### src/hdl/rats_pkg.sv
// Shared types and constants for the range AND threshold search block.
// Depends on nothing; every other file in hdl/ refers to it by scoped names.
package rats_pkg;

  // Array capacity and the widths that follow from it.
  localparam int MAX_LEN = 1024;
  localparam int IDX_W   = 11;                 // one-based positions 0..MAX_LEN
  localparam int CNT_W   = 11;                 // one prefix count, 0..MAX_LEN
  localparam int ADDR_W  = $clog2(MAX_LEN);    // memory rows 1..MAX_LEN at row-1
  localparam int WORD_W  = 32;                 // element and threshold width

  localparam logic [CNT_W-1:0] MAX_CNT = CNT_W'(MAX_LEN);

  // Item kinds.
  localparam logic [1:0] KIND_APPEND = 2'd0;
  localparam logic [1:0] KIND_QUERY  = 2'd1;
  localparam logic [1:0] KIND_CLEAR  = 2'd2;

  // Input item.
  typedef struct packed {
    logic [1:0]        kind;
    logic [WORD_W-1:0] element_value;
    logic [IDX_W-1:0]  start_index;
    logic [WORD_W-1:0] threshold;
  } in_item_t;

  // Result item.
  typedef struct packed {
    logic             found;
    logic [IDX_W-1:0] end_index;
    logic             overflow;
  } out_item_t;

  // Access request to the prefix count memory.
  typedef struct packed {
    logic              rd_en;
    logic [ADDR_W-1:0] rd_addr;
    logic              wr_en;
    logic [ADDR_W-1:0] wr_addr;
  } mem_req_t;

endpackage

### src/hdl/rats_and_eval.sv
// Range AND evaluation: rebuilds the AND of a range from two prefix count rows
// and compares it with the threshold as unsigned. Depends on rats_pkg.
module rats_and_eval #(
  parameter int VALUE_BITS = 32
) (
  input  logic [VALUE_BITS*rats_pkg::CNT_W-1:0] base_row,
  input  logic [VALUE_BITS*rats_pkg::CNT_W-1:0] probe_row,
  input  logic [rats_pkg::CNT_W-1:0]            range_len,
  input  logic [rats_pkg::WORD_W-1:0]           threshold,
  output logic                                  meets
);

  localparam int CW = rats_pkg::CNT_W;

  logic [rats_pkg::WORD_W-1:0] and_val;

  // A bit survives the AND when every element in the range has it set.
  always_comb begin
    and_val = '0;
    for (int b = 0; b < VALUE_BITS; b++) begin
      and_val[b] = ((probe_row[b*CW +: CW] - base_row[b*CW +: CW]) == range_len);
    end
  end

  assign meets = (and_val >= threshold);

endmodule

### config.mk
export PLATFORM = sky130hd
export DESIGN_NAME = rats_and_eval
export DESIGN_NICKNAME = d
export VERILOG_FILES = /design/src/hdl/rats_pkg.sv /design/src/hdl/rats_and_eval.sv
export SDC_FILE = /design/constraint.sdc
export NUM_CORES = 1
export LEC_CHECK = 0
export BUFFER_PORTS_ARGS = -buffer_cell sky130_fd_sc_hd__buf_2
export CORE_AREA = 2 2 292 294
export DETAILED_ROUTE_END_ITERATION = 10
export DIE_AREA = 0 0 294 296
export GPL_ROUTABILITY_DRIVEN = 1
export PLACE_DENSITY_LB_ADDON = 0.05
export SLEW_MARGIN = 0
export SYNTH_ARGS = -nofsm -noshare
export SYNTH_HDL_FRONTEND = slang
export SYNTH_SLANG_ARGS = --single-unit
### constraint.sdc
create_clock -name vclk -period 6.4
set_input_delay 1.28 -clock vclk [all_inputs]
set_output_delay 1.28 -clock vclk [all_outputs]
set_load 0.05 [all_outputs]
Yosys cells after proc, flatten, opt, wreduce, memory -nomap -nowiden. Cells that the tools add are included.

Flip-flop bits (word level): 0. Input bits: 747. Output and inout port bits: 1. Word-level logic and storage cells: 65.

Add/sub/neg operators: 32. Order comparisons: 1. Equal/unequal tests: 32.

Operators by type and width (count): $eq A11 B11 Y1 (32); $sub A11 B11 Y11 (32); $ge A32 B32 Y1 (1).

Logic depth before layout (Yosys ltp). Gate-level depths: netlist of run 1.

Depth after elaboration: 3. Depth in mapped cells: 18. Mapped depth without buffers: 18.

Worst setup path after synthesis of run 1. OpenSTA, ideal clock, no wires.

Path type: input-to-output. From: input probe_row[187] (netlist bit). To: output meets. Arrival time: 4.680 ns. Required time: 5.120 ns. Slack: 0.440 ns. Stages: 18. Path buffers: 0. Cells stage by stage: inv_1 > ha_1 > fa_1 > nor2b_1 > o21bai_1 > a21oi_2 > nor2_4 > xnor2_1 > or4_1 > nor4_1 > ha_1 > a21o_1 > a21oi_1 > nor2b_1 > o21ai_0 > a21oi_1 > nor3_1 > o211ai_1.

Word-level cells in the longest chain between the ends: 3.

Ends and longest elaborated chain: start, declared (RTL line rats_and_eval.sv:7) `input logic [VALUE_BITS*rats_pkg::CNT_W-1:0] probe_row,`; $sub A11 B11 Y11 (RTL line rats_and_eval.sv:21) `and_val[b] = ((probe_row[b*CW +: CW] - base_row[b*CW +: CW]) == range_len);`; $eq A11 B11 Y1 (RTL line rats_and_eval.sv:21); $ge A32 B32 Y1 (RTL line rats_and_eval.sv:25) `assign meets = (and_val >= threshold);`; end, declared (RTL line rats_and_eval.sv:10) `output logic meets`.

Every way passes these cells.

Worst setup path after layout of run 1.
From: input probe_row[0] (netlist bit). To: output meets.

The elaborated chain is that of the path after synthesis.

==> results of run 1 <==
[logic make-up (layout without fill, tap and decap cells)]
kind of cell | after synthesis | count (layout) | synth area share, %
adder cells (fa/ha/maj) | 384 | 384 | 26.08
AND/OR/NAND/NOR | 582 | 582 | 16.16
XOR/XNOR | 641 | 641 | 29.02
buffers and inverters | 451 | 1219 | 9.334
multiplexers | 2 | 2 | 0.1035
AO/OA/AOI/OAI | 580 | 580 | 19.30
other | 0 | 26 | 0
[placed cells by master, fill, tap and decap left out, types with 6 or more instances in the layout]
master                      count
sky130_fd_sc_hd__xor2_1       178
sky130_fd_sc_hd__nor4_2        11
sky130_fd_sc_hd__or3_1          8
sky130_fd_sc_hd__o22ai_1       11
sky130_fd_sc_hd__xnor2_1      463
sky130_fd_sc_hd__nor2b_1       63
sky130_fd_sc_hd__nor3_1        68
sky130_fd_sc_hd__o211ai_1      24
sky130_fd_sc_hd__o31ai_1       15
sky130_fd_sc_hd__a21oi_1      148
sky130_fd_sc_hd__a21oi_2        9
sky130_fd_sc_hd__or2_2          6
sky130_fd_sc_hd__o211a_1        6
sky130_fd_sc_hd__nand4_1       39
sky130_fd_sc_hd__diode_2       26
sky130_fd_sc_hd__o21a_1        73
sky130_fd_sc_hd__o31a_1         7
sky130_fd_sc_hd__nand2b_1      54
sky130_fd_sc_hd__o21bai_1      24
sky130_fd_sc_hd__o311ai_0       7
sky130_fd_sc_hd__nor2_1       137
sky130_fd_sc_hd__buf_4         71
sky130_fd_sc_hd__fa_1          31
sky130_fd_sc_hd__ha_1         351
sky130_fd_sc_hd__buf_2        736
sky130_fd_sc_hd__o2111ai_1      8
sky130_fd_sc_hd__o21ai_1       23
sky130_fd_sc_hd__a211oi_1      14
sky130_fd_sc_hd__a21boi_0       7
sky130_fd_sc_hd__o21ai_0      101
sky130_fd_sc_hd__nor4_1        14
sky130_fd_sc_hd__and2_1        10
sky130_fd_sc_hd__nand3_1       38
sky130_fd_sc_hd__nand2_1       62
sky130_fd_sc_hd__a21o_1        46
sky130_fd_sc_hd__or4_1         23
sky130_fd_sc_hd__a31oi_1       12
sky130_fd_sc_hd__inv_1        407
[power groups by stage]
stage | logic (uW) | clock network [uW] | registers, uW
floorplan | 1670 | 0 | 0
global placement | 2370 | 0 | 0
finish | 2410 | 0.000548 | 0
global route | 2670 | 0.000357 | 0
detailed placement | 2370 | 0 | 0
CTS | 2400 | 0 | 0
[cell usage after synthesis (38+ instances only)]
library cell               count
sky130_fd_sc_hd__a21o_1       46
sky130_fd_sc_hd__a21oi_1     153
sky130_fd_sc_hd__ha_1        352
sky130_fd_sc_hd__inv_1       407
sky130_fd_sc_hd__nand2_1      62
sky130_fd_sc_hd__nand2b_1     54
sky130_fd_sc_hd__nand3_1      38
sky130_fd_sc_hd__nand4_1      39
sky130_fd_sc_hd__nor2_1      138
sky130_fd_sc_hd__nor2b_1      66
sky130_fd_sc_hd__nor3_1       71
sky130_fd_sc_hd__o21a_1       73
sky130_fd_sc_hd__o21ai_0     106
sky130_fd_sc_hd__xnor2_1     463
sky130_fd_sc_hd__xor2_1      178
[metal layers]
| metal | track usage [%] | up-vias | routed length [um] |
|---|---|---|---|
| li1 | - | 10540 | - |
| met1 | 24.45 | 9647 | 38770 |
| met2 | 36.87 | 580 | 46190 |
| met3 | 2.810 | 96 | 4981 |
| met4 | 3.957 | 30 | 1489 |
| met5 | 0 | - | 188 |
[what timing repair did]
action	CTS	global route
resized for setup	16	39
pin swaps	3	6
endpoints found under the setup margin	1	1
[stage by stage]
step	hold WS (ns)	std cells	instance area, um2	worst slack [ns]	TNS [ns]
floorplan	3.228	2640	19340	0.4403	0
global placement	3.363	4498	24730	-0.4938	-0.4938
detailed placement	3.367	4498	24730	-0.5637	-0.5637
CTS	3.297	4498	24810	0.002213	0
global route	3.332	4515	25040	-0.008447	-0.008447
finish	3.268	4524	25060	0.2279	0
[worst min-delay path by stage]
stage                   from     to  cells after the start
4_1_cts        threshold[31]  meets                      6
3_3_place_gp   threshold[31]  meets                      6
5_1_grt        threshold[30]  meets                      6
2_1_floorplan  threshold[30]  meets                      4
6_report       threshold[30]  meets                      6
3_5_place_dp   threshold[31]  meets                      6
[cell type report]
type	instances	share of cell area, %
Tap cell	1090	5.441
Timing Repair Buffer	812	17.19
Multi-Input combinational cell	2189	71.02
Antenna cell	26	0.2596
Inverter	407	6.095
==> flow_results.org, run 1 <==
** Finish
- Across the whole layout, storage elements account for 0 um2.
- Post-layout net count :: 4541
- The area growth from synthesis to layout is 29.57%.
- Total area of multi-input combinational cells :: approximately 18000 um2
- Seq_cells :: 0
- Filler cells :: 9408
- The post-route netlist has 25.88% of its cells at a drive strength greater than 1.
- Cells fill a little under 30% of the core in the end.
- Number of clock buffers in the layout :: 0

** Routing
- Via total after detailed routing :: 20893
- Final routed DRC violation total :: 0
- TritonRoute pass-1 iters :: 5
- Post-detailed-routing wire length :: 91610 um
- Ratio of routed vias to standard cells :: approximately 4.6
- In the final routed layout, each cell accounts on average for 20.25 um.
- Remaining number of nets flagged by the antenna check after routing :: 0
- DRC violation total after the first TritonRoute iteration :: between 800 and 900

** Run status
- The run finished with clean final reports.

** Worst setup path
- Depth of the critical timing path with buffers and inverters included :: 21
- Max FO, Critical Path :: 2
- The slowest stage of the critical path belongs to the cell sky130_fd_sc_hd__fa_1.
- CP Buf/Inv Count :: 4
- Top Family by Delay on Critical Path :: compound AO/OA/AOI/OAI gates
- Crit path capture :: meets
- Sequence of cells on the critical path :: buf_2 > inv_1 > ha_1 > fa_1 > nor2b_1 > o211ai_1 > a21oi_1 > nor2_1 > xnor2_1 > nor4_1 > nand4_1 > ha_1 > nand2b_1 > a21o_1 > a21o_1 > a21oi_2 > buf_4 > nor3_1 > o22ai_1 > o211ai_1 > buf_6
- Arrival time of data at the critical path endpoint :: 4.89 ns
- The critical path starts at probe_row[0].
- Endpoint class of the critical path :: output port
- The setup path with the least slack is of type in -> out.
- Startpoint Class :: input pin
- Data on the critical path is required at its endpoint by roughly 5 ns.
- On the worst path, the slowest cell contributes a delay of 0.41 ns.

** Power and ir drop
- The worst-case IR drop observed on VDD is around 0.032 mV.
- Sequential cells account for 0% of the total power.
- The design draws 2411 uW.
- The internal power of the cells totals 1150 uW.
- The share of total power dissipated in the clock network is 0%.
- Net switching is a little over half of the power.
- Summed over all nets, the switching power comes to 1261 uW.
- Logic pwr share :: between 90% and 100%
- Leakage :: 0.01263 uW
- Pwr per Cell Area :: 96.21 nW/um2

** CTS
- Post CTS Setup Buffer Count :: 0
- Post-CTS Hold Fix Bufs :: 0

** Logic synthesis
- Gate count after technology mapping :: 2640
- Post-synth net total :: roughly 3800
- Portion of synthesized cell area occupied by the leading cell type :: 22.77%
- Mean area per synthesized cell :: 7.327 um2
- Yosys mapped the design onto 70 distinct sky130hd cell types.
- Area leader, netlist :: sky130_fd_sc_hd__ha_1
- Synth Warn # :: 0
- By area the synthesized netlist is led by sky130_fd_sc_hd__ha_1 (23%), sky130_fd_sc_hd__xnor2_1 (21%), sky130_fd_sc_hd__xor2_1 (8.1%), sky130_fd_sc_hd__inv_1 (7.9%), sky130_fd_sc_hd__a21oi_1 (4.0%).
- Area of the mapped netlist :: 19340 um2
- Sequential fraction of the synthesis area :: 0%

** GRT
- Vias in the first global route :: 21500
- Global Route Usage Sum :: 19.95%
- Number of antenna violations at the first check in global routing :: 44
- The first global-routing pass estimated 130300 um of wire.
- Entering global routing, the biggest net connects 19 pins.
- After global routing the overflow that remains totals 0.

** Die
- For this configuration, the core starts out at a cell density of 22.97%.
- Die area :: 87020 um2
- The die is 296 um tall.
- In this run the horizontal extent of the chip is 294 um.
- Std-Cell Rows :: 107
- The floorplan step defined a core boundary enclosing 84210 um2.
- Count of boundary I/O pins :: 748

** Place
- Routability-driven placement finished with a final weighted congestion of 0.8856.
- The count of buffers added on input and output ports is 748.
- Detailed placement ended at an HPWL of 81720 um.

** Timing
- Post-route fraction of the period consumed by the critical path :: a little over nine tenths
- Slew at the pin with the worst max-slew slack :: 0.7064 ns
- Shortest period the worst path allows :: 6.172 ns
- Fmax :: 162.0 MHz
- Number of failing setup endpoints in the final timing report :: 0
- The max-slew violation count is 0.
- The worst pin sits at a relative slew slack of 52.47%.
- Hold violation count in the final report :: 0

** Worst hold path
- Type of the worst min-delay path :: in -> out

** Job
- Max-cap violations in this run came to 0.
No activity file was read; power rests on OpenSTA's default activity.
==> inputs of run 2 (changes only) <==
==> constraint.sdc (replaced) <==
create_clock -name vclk -period 6.4
set_input_delay 1.28 -clock vclk [all_inputs]
set_output_delay 1.28 -clock vclk [all_outputs]
set_load 0.1 [all_outputs]
==> run 2 against run 1 <==
  * Global-route usage hardly changed
  * Worst hold slack gained 0.053 ns
  * Final cell count decreased by 0.15%
  * Die area unchanged
  * Maximum frequency shrank 0.25%
  * Count of clock-buffer cells in the layout stayed put
  * Core utilization is 0.077 points higher
  * Sequential share of layout area is the same
==> flow_results.org, run 2 (synthesized netlist as in run 1, its figures left out) <==
** Die
- Std-Cell Rows :: 107 (unchanged)
- The die footprint was 87020 um2 (unchanged).
- The die height came to 296 um (unchanged).
- The core area was 84210 um2 (unchanged).
- The starting density of the core was 22.97% (unchanged).
- The width of the chip was 294 um (unchanged).
- Count of boundary I/O pins :: 748 (unchanged)

** Run status
- Result of the run :: finished, final reports clean

** Timing
- Shortest period the worst path allows :: 6.188 ns (+0.01548 ns)
- Slew headroom :: 58.87% (+6.4 points)
- The max-slew violation count was 0 (unchanged).
- The count of final setup violators is 0 (unchanged).
- Smallest hold slack :: 3.321 ns (+0.05254 ns)
- Slew at the pin with the worst max-slew slack :: 0.6113 ns (-0.09508 ns)
- Fmax :: 161.6 MHz (-0.25%)
- The share of the cycle needed by the critical path after routing was 96.68% (+0.24 points).
- Final setup margin :: 0.2124 ns (-0.01548 ns)
- The number of hold-slack violations in the final timing report is 0 (unchanged).

** Routing
- Post-DR wirelength/cell :: 20.28 um (+0.17%)
- The number of vias per cell after detailed routing came to 4.598 (-0.43%).
- The number of nets with antenna violations after routing is 0 (unchanged).
- The detailed router's first-iteration violation count is 803 (-5.3%).
- Via total after detailed routing :: 20771 (-0.58%)
- TritonRoute pass-1 iters :: 5 (unchanged)
- The wire length after detailed routing came to 91630 um (about the same).
- Final routed DRC violation total :: 0 (unchanged)

** Finish
- The clock buffer count came to 0 (unchanged).
- Core occupancy in the finished layout :: 29.84% (+0.077 points)
- The total area of sequential cells came to 0 um2 (unchanged).
- The post-layout instance area came to 25130 um2 (+0.26%).
- In the layout the commonest cells are sky130_fd_sc_hd__buf_2 (735), sky130_fd_sc_hd__xnor2_1 (463), sky130_fd_sc_hd__inv_1 (406).
- Synthesis-to-layout area growth :: 29.91%
- The fill cell instance count of the final layout is 9406 (-0.021%).
- The number of sequential storage elements came to 0 (unchanged).
- Layout cells sized above 1 :: 25.86% (about the same)
- The net total in the final layout was 4536 (-0.11%).
- Leading cell type in the layout, fill and taps excluded :: sky130_fd_sc_hd__buf_2

** GRT
- Global Route Usage Sum :: 19.95% (about the same)
- Largest net degree at the start of global routing :: 23 (+4)
- The global-route wire length before repair is 130500 um (+0.18%).
- The number of antenna violations at the first check in global routing is 52 (+18%).
- Total grt overflow :: 0 (unchanged)
- The number of global-route vias before repair is 21491 (-0.042%).

** Worst setup path
- The arrival time reported for the critical path endpoint was 4.91 ns (+0.02 ns).
- The largest fanout on the critical path is 2 (unchanged).
- The worst setup path is launched from an input pin.
- STA classifies the critical path endpoint as an output port.
- The required time of the critical path was 5.12 ns (about the same).
- The critical path is of the in -> out type.

** Place
- The minimum setup slack after placement was -0.2673 ns (+0.2964 ns).
- Final Wtd Congestion :: 0.8906 (+0.56%)
- Cell Area, Placed :: 24780 um2 (+0.21%)
- Count of port buffers added during placement :: 748 (unchanged)
- HPWL after DPL :: 81900 um (+0.22%)

** Job
- # Max-Cap Violations :: 0 (unchanged)

** Power and ir drop
- The final total power came to 2403 uW (-0.34%).
- Pwr per Cell Area :: 95.63 nW/um2 (-0.60%)
- The largest vdd supply drop came to 0.04548 mV (+40%).
- The static leakage is 0.01265 uW (+0.17%).

** Worst hold path
- Type of the worst min-delay path :: in -> out
[run 2: cell types whose count changed in the layout (fill, tap and decap cells not counted), moves of 2 or more]
cell	before	now
sky130_fd_sc_hd__diode_2	26	24
sky130_fd_sc_hd__nor3b_2	5	7
sky130_fd_sc_hd__buf_12	4	9
sky130_fd_sc_hd__nor3_2	3	1
sky130_fd_sc_hd__nor4_1	14	18
sky130_fd_sc_hd__o21ai_1	23	20
sky130_fd_sc_hd__fa_2	1	4
sky130_fd_sc_hd__nor3_1	68	70
sky130_fd_sc_hd__fa_1	31	28
sky130_fd_sc_hd__o21ai_0	101	104
sky130_fd_sc_hd__nor2b_2	4	6
sky130_fd_sc_hd__nor4_2	11	6
sky130_fd_sc_hd__nor2b_1	63	61
sky130_fd_sc_hd__buf_4	71	61
[run 2: area by class of cell]
cell class	count	area (um2)	area share, %
Tap cell	1090	1364	5.427
Timing Repair Buffer	807	4353	17.32
Inverter	407	1540	6.129
Antenna cell	24	60.06	0.2390
Multi-Input combinational cell	2189	17810	70.88
[run 2: critical path, stage by stage]
cell and delay, ns:
sky130_fd_sc_hd__buf_2 0.16, sky130_fd_sc_hd__inv_12 0.03, sky130_fd_sc_hd__ha_4 0.16, sky130_fd_sc_hd__fa_2 0.41, sky130_fd_sc_hd__nor2b_2 0.15, sky130_fd_sc_hd__o21a_1 0.12, sky130_fd_sc_hd__nor2_1 0.04, sky130_fd_sc_hd__xnor2_1 0.14
sky130_fd_sc_hd__nand4_1 0.16, sky130_fd_sc_hd__or4_4 0.56, sky130_fd_sc_hd__nor4_4 0.16, sky130_fd_sc_hd__buf_4 0.16, sky130_fd_sc_hd__ha_1 0.24, sky130_fd_sc_hd__a21o_1 0.16, sky130_fd_sc_hd__a21oi_1 0.15, sky130_fd_sc_hd__nor2b_1 0.06
sky130_fd_sc_hd__o21ai_1 0.12, sky130_fd_sc_hd__a21oi_1 0.08, sky130_fd_sc_hd__nor3_1 0.16, sky130_fd_sc_hd__o211ai_1 0.14, sky130_fd_sc_hd__clkbuf_16 0.23
[run 2: metrics by stage]
step           cells  setup TNS (ns)
2_1_floorplan   2640        -0.08558
3_3_place_gp    4491         -0.3069
3_5_place_dp    4491         -0.2673
4_1_cts         4491               0
5_1_grt         4510       -0.004042
6_report        4517               0
[run 2: power breakdown]
| part | internal [uW] | switching, uW | total (uW) |
|---|---|---|---|
| Sequential | 0 | 0 | 0 |
| Combinational | 1160 | 1250 | 2400 |
| Clock | 0.000505 | 0 | 0.000505 |
| Total | 1160 | 1250 | 2400 |
[run 2: final timing paths]
path,endpoint,start,cells past startpoint
setup / recovery,meets,probe_row[187],21
hold / removal,meets,threshold[30],6
[run 2: routing by layer]
metal,global-route usage (%),share of wire [%],routed length (um),vias to the layer above
met5,0,0.30,271,-
met4,4.107,1.7,1527,42
met3,3.485,5.5,5070,105
met2,36.98,51,46380,565
met1,23.90,42,38380,9549
li1,-,-,-,10510
[run 2: timing repair]
| action | in CTS | in global routing |
|---|---|---|
| setup endpoints to repair | 1 | 1 |
| pin swaps | 1 | 22 |
| buffers inserted | 0 | 3 |
| gates resized for setup | 12 | 43 |
| hold buffers | 0 | 0 |
| endpoints found under the hold margin | 0 | 0 |
==> inputs of run 3 (changes only) <==
--- a/config.mk
+++ b/config.mk
@@ -11,6 +11,7 @@
 export DIE_AREA = 0 0 294 296
 export GPL_ROUTABILITY_DRIVEN = 1
 export PLACE_DENSITY_LB_ADDON = 0.05
+export REMOVE_ABC_BUFFERS = 1
 export SLEW_MARGIN = 0
 export SYNTH_ARGS = -nofsm -noshare
 export SYNTH_HDL_FRONTEND = slang
==> run 3 against run 2 <==
  * Count of clock-buffer cells in the layout is the same
  * Flip-flop and latch count is the same
  * Die area is the same
  * Final cell count shrank 0.27%
  * Worst hold slack gained 0.056 ns
  * Critical path depth shrank 2
  * Via count is essentially flat
  * Combinational power is essentially flat
  * Critical path type unchanged
  * Largest power group unchanged
==> flow_results.org, run 3 (synthesized netlist as in run 1, its figures left out) <==
** Routing
- The wire length after detailed routing came to 88740 um (-3.1%).
- The number of nets with antenna violations after routing came to 0 (unchanged).
- The detailed router's first-iteration violation count is 688 (-14%).
- Final routed DRC violation total :: 0 (unchanged)
- The number of vias per cell after detailed routing is 4.611 (+0.27%).
- The via count is 20772 (+0.0048%).
- Post-DR wirelength/cell :: 19.70 um (-2.9%)
- The number of detailed-route iterations in the first pass is 5 (unchanged).

** Worst setup path
- The critical path in this run is classified as in -> out.
- Startpoint Class :: input pin
- Required arrival time at the worst endpoint :: 5.12 ns (about the same)
- The largest fanout on the critical path came to 2 (unchanged).
- The worst setup path is captured at an output port.
- Arrival time of data at the critical path endpoint :: 4.94 ns (+0.03 ns)
- Source of the critical timing path :: base_row[286]

** Finish
- The fraction of final layout cells with drive strength greater than 1 was 26.24% (+0.38 points).
- The net total in the final layout was 4529 (-0.15%).
- Synthesis-to-layout area growth :: 30.29%
- In the layout the commonest cells are sky130_fd_sc_hd__buf_2 (736), sky130_fd_sc_hd__xnor2_1 (462), sky130_fd_sc_hd__inv_1 (407).
- Final design area excluding fillers :: 25200 um2 (+0.29%)
- FF+latch area :: 0 um2 (unchanged)
- The number of sequential storage elements came to 0 (unchanged).
- The library cell used most frequently in the layout, excluding fill and tap cells, is sky130_fd_sc_hd__buf_2.
- Number of clock buffers in the layout :: 0 (unchanged)
- The fill cell instance count of the final layout was 9347 (-0.63%).

** GRT
- Total grt overflow :: 0 (unchanged)
- The number of antenna violations at the first check in global routing is 56 (+7.7%).
- The maximum number of pins on one net before global-route repair is 26 (+13%).
- The global-route wire length before repair is 128100 um (-1.9%).
- Global Route Usage Sum :: 19.35% (-0.60 points)
- The number of global-route vias before repair was 21558 (+0.31%).

** Place
- The final HPWL from detailed placement is 78880 um (-3.7%).
- The placer's final routability congestion estimate is 0.8722 (-2.1%).
- Cell Area, Placed :: 24730 um2 (-0.22%)
- The port buffer count was 748 (unchanged).

** Job
- # Max-Cap Violations :: 0 (unchanged)

** Timing
- Shortest period the worst path allows :: 6.222 ns (+0.03475 ns)
- The upper clock frequency limit is 160.7 MHz (-0.56%).
- The count of final setup violators is 0 (unchanged).
- Post-route fraction of the period consumed by the critical path :: 97.22% (+0.54 points)
- The pin slew with the least headroom to its limit is 0.5150 ns (-0.09627 ns).
- The number of hold-slack violations in the final timing report is 0 (unchanged).
- The worst max-slew margin expressed relative to the limit came to 65.55% (+6.7 points).
- Final Max Tran Viols :: 0 (unchanged)

** Die
- The die height came to 296 um (unchanged).
- Area of the core :: 84210 um2 (unchanged)
- The die footprint came to 87020 um2 (unchanged).
- Starting density of the core :: 22.97% (unchanged)
- Count of boundary I/O pins :: 748 (unchanged)
- The total number of placement rows was 107 (unchanged).
- The width of the chip is 294 um (unchanged).

** Power and ir drop
- Total power of the final layout :: 2396 uW (-0.30%)
- The power density over cell area was 95.07 nW/um2 (-0.59%).
- The static leakage was 0.01264 uW (about the same).
- Max IR drop VDD :: 0.03146 mV (-31%)

** Run status
- The run finished with clean final reports.

** CTS
- Post-CTS Hold Fix Bufs :: 0 (unchanged)

** Worst hold path
- In this run the worst hold path is classified as in -> out.
- Startpoint of the tightest hold check path :: threshold[22]
## run 3: final cells by class
| class | instances | area, um2 | area share [%] |
|---|---|---|---|
| antenna | 19 | 47.55 | 0.1887 |
| timing repair buffer | 800 | 4323 | 17.15 |
| inverter | 407 | 1528 | 6.062 |
| tap | 1090 | 1364 | 5.411 |
| multi-input combinational | 2189 | 17940 | 71.19 |
## run 3: critical path, cell delays in order
cell and delay, ns:
sky130_fd_sc_hd__buf_2 0.10, sky130_fd_sc_hd__ha_2 0.19, sky130_fd_sc_hd__fa_2 0.38, sky130_fd_sc_hd__buf_4 0.15, sky130_fd_sc_hd__xnor2_2 0.16, sky130_fd_sc_hd__xnor2_1 0.13
sky130_fd_sc_hd__nand3_1 0.10, sky130_fd_sc_hd__or4_4 0.56, sky130_fd_sc_hd__nor4_4 0.27, sky130_fd_sc_hd__and4b_1 0.26, sky130_fd_sc_hd__ha_1 0.25, sky130_fd_sc_hd__nor2b_1 0.13
sky130_fd_sc_hd__o21ai_1 0.11, sky130_fd_sc_hd__a21oi_1 0.08, sky130_fd_sc_hd__o21a_1 0.18, sky130_fd_sc_hd__o21ai_2 0.13, sky130_fd_sc_hd__buf_6 0.13, sky130_fd_sc_hd__o211ai_1 0.12
sky130_fd_sc_hd__clkbuf_16 0.23
## run 3: metrics by stage
stage | setup TNS [ns] | util, % | setup WS (ns) | hold slack, ns | instances
floorplan | -0.2390 | - | -0.2390 | 3.615 | 2596
global placement | -0.4445 | 29.37 | -0.4445 | 3.386 | 4484
detailed placement | -0.4657 | 29.37 | -0.4657 | 3.380 | 4484
CTS | 0 | 29.44 | 0.007398 | 3.378 | 4484
global route | -0.01703 | 29.89 | -0.01703 | 3.419 | 4492
finish | 0 | 29.93 | 0.1776 | 3.377 | 4505
## run 3: repair_timing
action	4_1_cts	5_1_grt
endpoints found under the setup margin	1	1
gates cloned	0	0
pin swaps	0	37
buffers inserted	0	3
gates resized for setup	11	72
## run 3: routing by layer
metal,global-route usage (%),wire length (um)
met5,0,362
met1,22.84,37120
met3,3.170,4403
met4,1.207,838
met2,37.75,46020
## run 3: report_power, final
group          total [uW]  leakage, uW  internal, uW  switching, uW
Sequential              0            0             0              0
Combinational        2400       0.0126          1160           1240
Clock            0.000401  0.000000120      0.000400              0
## run 3: final timing paths
kind	end	slack, ns	cells past startpoint
worst max-delay path	meets	0.18	19
worst min-delay path	meets	3.38	6
